## config.mk

```make
export PLATFORM = sky130hd
export DESIGN_NAME = time_of_day_slot_run_timer
export DESIGN_NICKNAME = d
export VERILOG_FILES = /design/src/design/todsrt_pkg.sv /design/src/design/time_of_day_slot_run_timer.sv
export SDC_FILE = /design/constraint.sdc
export NUM_CORES = 2
export LEC_CHECK = 0
export ABC_CLOCK_PERIOD_IN_PS = 7600
export BUFFER_PORTS_ARGS = -buffer_cell sky130_fd_sc_hd__buf_2
export CAP_MARGIN = 20
export CORE_MARGIN = 4
export CORE_UTILIZATION = 55
export DETAILED_ROUTE_END_ITERATION = 10
export HOLD_SLACK_MARGIN = 0.03
export PLACE_DENSITY = 0.81
export SLEW_MARGIN = 10
export SYNTH_ARGS = -nofsm -noshare
export SYNTH_HDL_FRONTEND = slang
export SYNTH_SLANG_ARGS = --single-unit
```

## constraint.sdc

```tcl
create_clock -name clk -period 7.6 [get_ports clk]
set_input_delay 1.9 -clock clk [delete_from_list [all_inputs] [get_ports clk]]
set_output_delay 1.9 -clock clk [all_outputs]
set_load 0.02 [all_outputs]
```

## src/design/todsrt_pkg.sv

```systemverilog
`timescale 1ns / 1ps
// Package for the time-of-day slot run timer: field widths, event codes and
// the reciprocal constants of the time-of-day split. No dependencies.
package todsrt_pkg;

  localparam int SLOT_W      = 28;
  localparam int SLOT_IDX_W  = 2;
  localparam int MOD_W       = 11;  // minute of day, 0..1439

  // slot word layout
  localparam int ACT_BIT     = 0;
  localparam int HOUR_LO     = 1;
  localparam int HOUR_HI     = 5;
  localparam int MIN_LO      = 6;
  localparam int MIN_HI      = 11;
  localparam int DUR_LO      = 12;
  localparam int DUR_HI      = 27;

  localparam logic [31:0] MS_PER_MIN    = 32'd60000;
  localparam logic [11:0] MIN_PER_HOUR  = 12'd60;
  localparam logic [4:0]  HOURS_PER_DAY = 5'd24;
  localparam logic [5:0]  MINS_PER_HOUR = 6'd60;

  // floor(x / 15) = (x * RECIP15) >> 35 for any 32-bit x
  localparam logic [31:0] RECIP15   = 32'h8888_8889;
  localparam int          SHIFT15   = 35;
  // floor(x / 45) = (x * RECIP45) >> 28 for any 22-bit x
  localparam logic [22:0] RECIP45   = 23'd5965233;
  localparam int          SHIFT45   = 28;
  localparam logic [21:0] DIV45     = 22'd45;

  typedef enum logic [1:0] {
    EV_NONE   = 2'd0,
    EV_START  = 2'd1,
    EV_FINISH = 2'd2,
    EV_STOP   = 2'd3
  } event_t;

endpackage

```

## src/design/time_of_day_slot_run_timer.sv

```systemverilog
`timescale 1ns / 1ps
// Time-of-day slot run timer: epoch split, slot match and run state.
// Depends on todsrt_pkg.
//
// Throughput: one item per cycle while m_tready does not stall the result
// register; the pipe is set by the two reciprocal multiply stages
// (divide by 60, then mod 1440) ahead of the state stage.
// Reset (rst, synchronous): pipeline empty, no run, no suppression, all
// slot words cleared.
module time_of_day_slot_run_timer
  import todsrt_pkg::*;
#(
  parameter int SLOT_COUNT = 4
) (
  input  logic                  clk,
  input  logic                  rst,
  // configuration
  input  logic                  cfg_we,
  input  logic [SLOT_IDX_W-1:0] cfg_index,
  input  logic [SLOT_W-1:0]     cfg_data,
  // input items
  input  logic                  s_tvalid,
  output logic                  s_tready,
  input  logic [63:0]           s_tdata,  // [31:0] local_epoch_seconds, [63:32] now_ms
  input  logic                  s_tuser,  // [0] stop_request
  // result items
  output logic                  m_tvalid,
  input  logic                  m_tready,
  output logic [7:0]            m_tdata,  // [1:0] run_slot, [7:2] zero
  output logic [2:0]            m_tuser   // [0] run_active, [2:1] event_code
);

  // ---------------- pipeline control ----------------
  logic v0, v1, v2, v3, ov;
  logic rdy0, rdy1, rdy2, rdy3, out_ld;

  assign rdy3   = !v3 || !ov || m_tready;
  assign rdy2   = !v2 || rdy3;
  assign rdy1   = !v1 || rdy2;
  assign rdy0   = !v0 || rdy1;
  assign out_ld = v3 && (!ov || m_tready);
  assign s_tready = rdy0;

  always_ff @(posedge clk) begin
    if (rst) begin
      v0 <= 1'b0;
      v1 <= 1'b0;
      v2 <= 1'b0;
      v3 <= 1'b0;
      ov <= 1'b0;
    end else begin
      if (rdy0) v0 <= s_tvalid;
      if (rdy1) v1 <= v0;
      if (rdy2) v2 <= v1;
      if (rdy3) v3 <= v2;
      if (!ov || m_tready) ov <= v3;
    end
  end

  // ---------------- datapath stages ----------------
  logic [31:0] s0_epoch, s0_now;
  logic        s0_stop;
  logic [61:0] s1_prod;
  logic [31:0] s1_now;
  logic        s1_stop;
  logic [44:0] s2_prod;
  logic [21:0] s2_u;
  logic [4:0]  s2_low;
  logic [31:0] s2_now;
  logic        s2_stop;
  logic [MOD_W-1:0] s3_mod;
  logic [31:0] s3_now;
  logic        s3_stop;

  logic [26:0] q1;        // epoch / 60
  logic [16:0] t45;
  logic [21:0] rem45;

  assign q1    = s1_prod[SHIFT15 +: 27];
  assign t45   = s2_prod[SHIFT45 +: 17];
  assign rem45 = s2_u - 22'(22'(t45) * DIV45);

  always_ff @(posedge clk) begin
    if (rdy0) begin
      s0_epoch <= s_tdata[31:0];
      s0_now   <= s_tdata[63:32];
      s0_stop  <= s_tuser;
    end
    if (rdy1) begin
      // epoch / 60 = (epoch / 4) / 15
      s1_prod <= 62'(s0_epoch[31:2]) * 62'(RECIP15);
      s1_now  <= s0_now;
      s1_stop <= s0_stop;
    end
    if (rdy2) begin
      // q1 mod 1440 = 32 * ((q1 >> 5) mod 45) + q1[4:0]
      s2_prod <= 45'(q1[26:5]) * 45'(RECIP45);
      s2_u    <= q1[26:5];
      s2_low  <= q1[4:0];
      s2_now  <= s1_now;
      s2_stop <= s1_stop;
    end
    if (rdy3) begin
      s3_mod  <= {rem45[5:0], s2_low};
      s3_now  <= s2_now;
      s3_stop <= s2_stop;
    end
  end

  // ---------------- slot registers ----------------
  logic [SLOT_W-1:0] slot_word [SLOT_COUNT];
  logic [31:0]       slot_tgt  [SLOT_COUNT];  // duration in ms

  always_ff @(posedge clk) begin
    for (int i = 0; i < SLOT_COUNT; i++) begin
      if (rst) begin
        slot_word[i] <= '0;
        slot_tgt[i]  <= '0;
      end else begin
        if (cfg_we && cfg_index == SLOT_IDX_W'(i)) slot_word[i] <= cfg_data;
        slot_tgt[i] <= 32'(slot_word[i][DUR_HI:DUR_LO]) * MS_PER_MIN;
      end
    end
  end

  // ---------------- run state ----------------
  logic                  running, running_next;
  logic [SLOT_IDX_W-1:0] active_slot, active_slot_next;
  logic [31:0]           run_start_ms, run_start_ms_next;
  logic                  suppress_valid, suppress_valid_next;
  logic [MOD_W-1:0]      suppress_minute, suppress_minute_next;
  event_t                ev;
  logic [SLOT_COUNT-1:0] slot_hit;
  logic [31:0]           elapsed;
  logic [31:0]           cur_tgt;

  always_comb begin
    for (int i = 0; i < SLOT_COUNT; i++) begin
      slot_hit[i] = slot_word[i][ACT_BIT]
                 && slot_word[i][HOUR_HI:HOUR_LO] < HOURS_PER_DAY
                 && slot_word[i][MIN_HI:MIN_LO] < MINS_PER_HOUR
                 && (12'(slot_word[i][HOUR_HI:HOUR_LO]) * MIN_PER_HOUR
                     + 12'(slot_word[i][MIN_HI:MIN_LO])) == 12'(s3_mod);
    end
  end

  always_comb begin
    cur_tgt = '0;
    for (int i = 0; i < SLOT_COUNT; i++) begin
      if (active_slot == SLOT_IDX_W'(i)) cur_tgt = slot_tgt[i];
    end
  end

  assign elapsed = s3_now - run_start_ms;

  always_comb begin
    logic found;
    running_next         = running;
    active_slot_next     = active_slot;
    run_start_ms_next    = run_start_ms;
    suppress_valid_next  = suppress_valid;
    suppress_minute_next = suppress_minute;
    ev                   = EV_NONE;
    found                = 1'b0;

    if (s3_stop && running) begin
      suppress_valid_next  = 1'b1;
      suppress_minute_next = s3_mod;
      running_next         = 1'b0;
      active_slot_next     = '0;
      ev                   = EV_STOP;
    end

    // suppression lapses once the minute of day moves on
    if (suppress_valid_next && s3_mod != suppress_minute_next) suppress_valid_next = 1'b0;

    if (!running_next) begin
      if (!(suppress_valid_next && s3_mod == suppress_minute_next)) begin
        for (int i = 0; i < SLOT_COUNT; i++) begin
          if (slot_hit[i] && !found) begin
            found             = 1'b1;
            running_next      = 1'b1;
            active_slot_next  = SLOT_IDX_W'(i);
            run_start_ms_next = s3_now;
            ev                = EV_START;
          end
        end
      end
    end else if (elapsed >= cur_tgt) begin
      running_next     = 1'b0;
      active_slot_next = '0;
      ev               = EV_FINISH;
    end
  end

  always_ff @(posedge clk) begin
    if (rst) begin
      running         <= 1'b0;
      active_slot     <= '0;
      run_start_ms    <= '0;
      suppress_valid  <= 1'b0;
      suppress_minute <= '0;
    end else if (out_ld) begin
      running         <= running_next;
      active_slot     <= active_slot_next;
      run_start_ms    <= run_start_ms_next;
      suppress_valid  <= suppress_valid_next;
      suppress_minute <= suppress_minute_next;
    end
  end

  // ---------------- result register ----------------
  logic                  out_run;
  logic [SLOT_IDX_W-1:0] out_slot;
  event_t                out_ev;

  always_ff @(posedge clk) begin
    if (out_ld) begin
      out_run  <= running_next;
      out_slot <= running_next ? active_slot_next : '0;
      out_ev   <= ev;
    end
  end

  assign m_tvalid = ov;
  assign m_tdata  = {6'd0, out_slot};
  assign m_tuser  = {out_ev, out_run};

  // ---------------- assertions ----------------
  a_start_runs: assert property (@(posedge clk) disable iff (rst)
    ov && out_ev == EV_START |-> out_run)
    else $error("start item without run flag");

  a_end_idle: assert property (@(posedge clk) disable iff (rst)
    ov && (out_ev == EV_FINISH || out_ev == EV_STOP) |-> !out_run && out_slot == '0)
    else $error("finish or stop item still shows a run");

  a_idle_slot: assert property (@(posedge clk) disable iff (rst)
    !running |-> active_slot == '0)
    else $error("idle with nonzero slot");

  a_state_tracks_out: assert property (@(posedge clk) disable iff (rst)
    out_ld |=> running == out_run)
    else $error("run state and result item disagree");

endmodule
```

==> run metrics <==
asr flop ratio synth=0%; f_max=approximately 140 MHz; average size of a mapped cell=approximately 11 um2; vias per cell=~5.4; CTS max path bufs=3; Final Skew=roughly 0.029 ns; Startpoint Class=flip-flop; Max Cap Viol=0; synthesized cell area=between 40000 and 50000 um2; initial antenna violation count=6; RSZ-0062 raised after global routing=no; vias in the first global route=just over 30000; relative slew slack=38.7%; worst slew pin tran=0.919 ns; Synth Instances=4174; WS Path Type=reg2reg; io pins=113; via count=29727; slowest cell delay on critical path=between 0.5 and 0.6 ns; Hold WC Path Type=reg2reg; synth top area cells=ha_1 (22%), fa_1 (22%), edfxtp_1 (21%); largest net degree at the start of global routing=just under 90; Unique masters post-synth=80; delay-heaviest family, CP=adder cells; Global Route Usage Sum=roughly 23%; CTS Root Cell=clkbuf_16; starting density of the core=55.9%; cts hold-fix bufs=0; TritonCTS Buffers=51; Critical path buffers and inverters=2; top-area cell type share of the netlist area=between 20% and 30%; max-slew violation count=0; data arrival time of the worst path=7.30 ns; CTS tree=built; Final Cycle Share=just over 90%; Post-DP HPWL=between 80000 and 90000 um; post_cts resized=0; Nets=5733; Clk pin slew, worst setup/hold paths=0.06 ns; full die area=~90000 um2; Setup Viol. Count Final=0; Routed WL per cell=roughly 18 um; element type at the critical path end=flip-flop; crit-path max FO=5; top cells by count, synth=ha_1 (832), inv_1 (789), fa_1 (512); min Tclk post-route=just under 7 ns; status=complete, no violations; number of synthesized flops with an enable pin=334; total count of hold-check failures in the final report=0; CTS H-tree depth=2; clk_lat worst skew=around 0.63 ns; Num Clock Sinks=between 400 and 500; Synth-to-Final Area Change=7.57%; crit-path cells=ha_1 -> ha_1 -> inv_1 -> fa_1 -> fa_1 -> inv_1 -> fa_1 -> fa_1 -> ha_1 -> ha_1 -> a211oi_1 -> nor2_1 -> o41a_1 -> a41o_1 -> nor3_1 -> a21oi_1 -> a311oi_1 -> o31a_1 -> nor2_1 -> a311oi_1 -> xnor2_1; Req. time, crit path=slightly below 8 ns; die width=300 um; global-route wire length before repair=162000 um; row cnt=roughly 110; TNS Setup=0 ns; routability-driven placement congestion ratio=~0.95; sequential element share of the synthesized area=approximately 28%; ys flop type=edfxtp_1; count leader, synth=ha_1; post-route ant nets=0; 1st-iter DRT viols=roughly 2000; DRT Pass-1 Iters=5; register bit total from synthesis=approximately 490; setup bufs post-CTS=0; leading area contributor after synthesis=ha_1; layout cells sized above 1=roughly 5.9%; slowest cell on the critical path=fa_1; Post-Route WL=100000 um; DRC=0; Yosys Warn Count=0; Die Y=300 um; Port Buffers=104; total grt overflow=0; core area=~84000 um2
[layout make-up]
| class | count | area (um2) |
|---|---|---|
| fillers | 6657 | 33600 |
| multi-input cells | 2833 | 30600 |
| flip-flops and latches | 494 | 13200 |
| inverters | 790 | 2970 |
| well taps | 1134 | 1420 |
| clock buffers | 69 | 1420 |
| repair buffers | 119 | 664 |
| clock inverters | 26 | 285 |
| diodes | 1 | 2.50 |
[sequential cells by signal, summed over array words and instances (netlist names), 27 cells and up]
signal        cells
slot_word       112
run_start_ms     32
s1_now           32
slot_tgt        108
s0_now           32
s2_now           32
s1_prod          27
s0_epoch         30
s3_now           32
[cell families after synthesis]
logic type	after synthesis	synth area share, %
mux	60	2.00
fa+ha+maj	1344	43.9
compound gates	501	6.88
simple gates	660	7.18
flops	494	28.1
buf+inv	852	6.90
xor+xnor	262	5.00
other cells	1	0.00797
[worst paths after layout]
path         cells past startpoint  slack (ns)     endpoint    startpoint
max reg2reg                     21        0.64  s1_prod[61]  s0_epoch[12]
min reg2reg                      0        0.41   s2_now[24]    s1_now[24]
min                              0        0.41   s2_now[24]    s1_now[24]
max                             21        0.64  s1_prod[61]  s0_epoch[12]
[per-stage QoR]
stage               util, %  std cells  cell area [um2]  hold WS [ns]  setup WS [ns]
global route           60.1       5465            50600         0.423          0.235
CTS                    60.0       5463            50600         0.414          0.642
finish                 60.1       5466            50600         0.415          0.638
floorplan                 -       4179            47100         0.400           1.29
global placement       58.0       5368            48900         0.401          0.708
detailed placement     58.0       5368            48900         0.405          0.651
[worst reg2reg max path, cell delays in order, from the launching register on]
cell      delay [ns]
edfxtp_1        0.48
ha_1            0.34
ha_1            0.35
inv_1           0.08
fa_1            0.57
fa_1            0.57
inv_1           0.08
fa_1            0.50
fa_1            0.41
ha_1            0.29
ha_1            0.33
a211oi_1        0.23
nor2_1          0.09
o41a_1          0.34
a41o_1          0.30
nor3_1          0.33
a21oi_1         0.21
a311oi_1        0.42
o31a_1          0.26
nor2_1          0.09
a311oi_1        0.31
xnor2_1         0.13
[cells in the final DEF (no fill, tap or decap), drive strengths merged, types with 6 or more instances in the layout]
master	netlist	layout
and3	15	15
inv	789	796
nand3	28	28
buf	14	119
ha	832	832
a31oi	9	9
nor2b	61	61
dfxtp	160	160
nand4	33	33
clkbuf	48	69
a211oi	15	15
a2111oi	8	8
nand2	82	82
nor4b	7	7
conb	1	6
clkinv	1	16
and2	122	122
a21o	83	83
a311oi	6	6
nor2	219	219
xnor2	190	190
xor2	68	68
mux2i	32	32
o21a	21	21
a21oi	172	172
nor3	41	41
fa	512	512
mux4	27	27
o21ai	80	80
nand2b	20	20
a31o	7	7
edfxtp	334	334
or3	6	6
o21bai	43	43
[per-layer routing]
layer | part of all wire (%) | vias up | GRT usage, %
met1 | 44 | 14692 | 31.8
met2 | 47 | 750 | 36.8
met5 | 0.027 | - | 0
li1 | - | 14136 | -
met3 | 7.1 | 145 | 4.22
met4 | 2.5 | 4 | 5.36
Power is left out: the tool's default activity adds up to more than one toggle a clock period on the data nets, which glitch-free logic cannot reach.
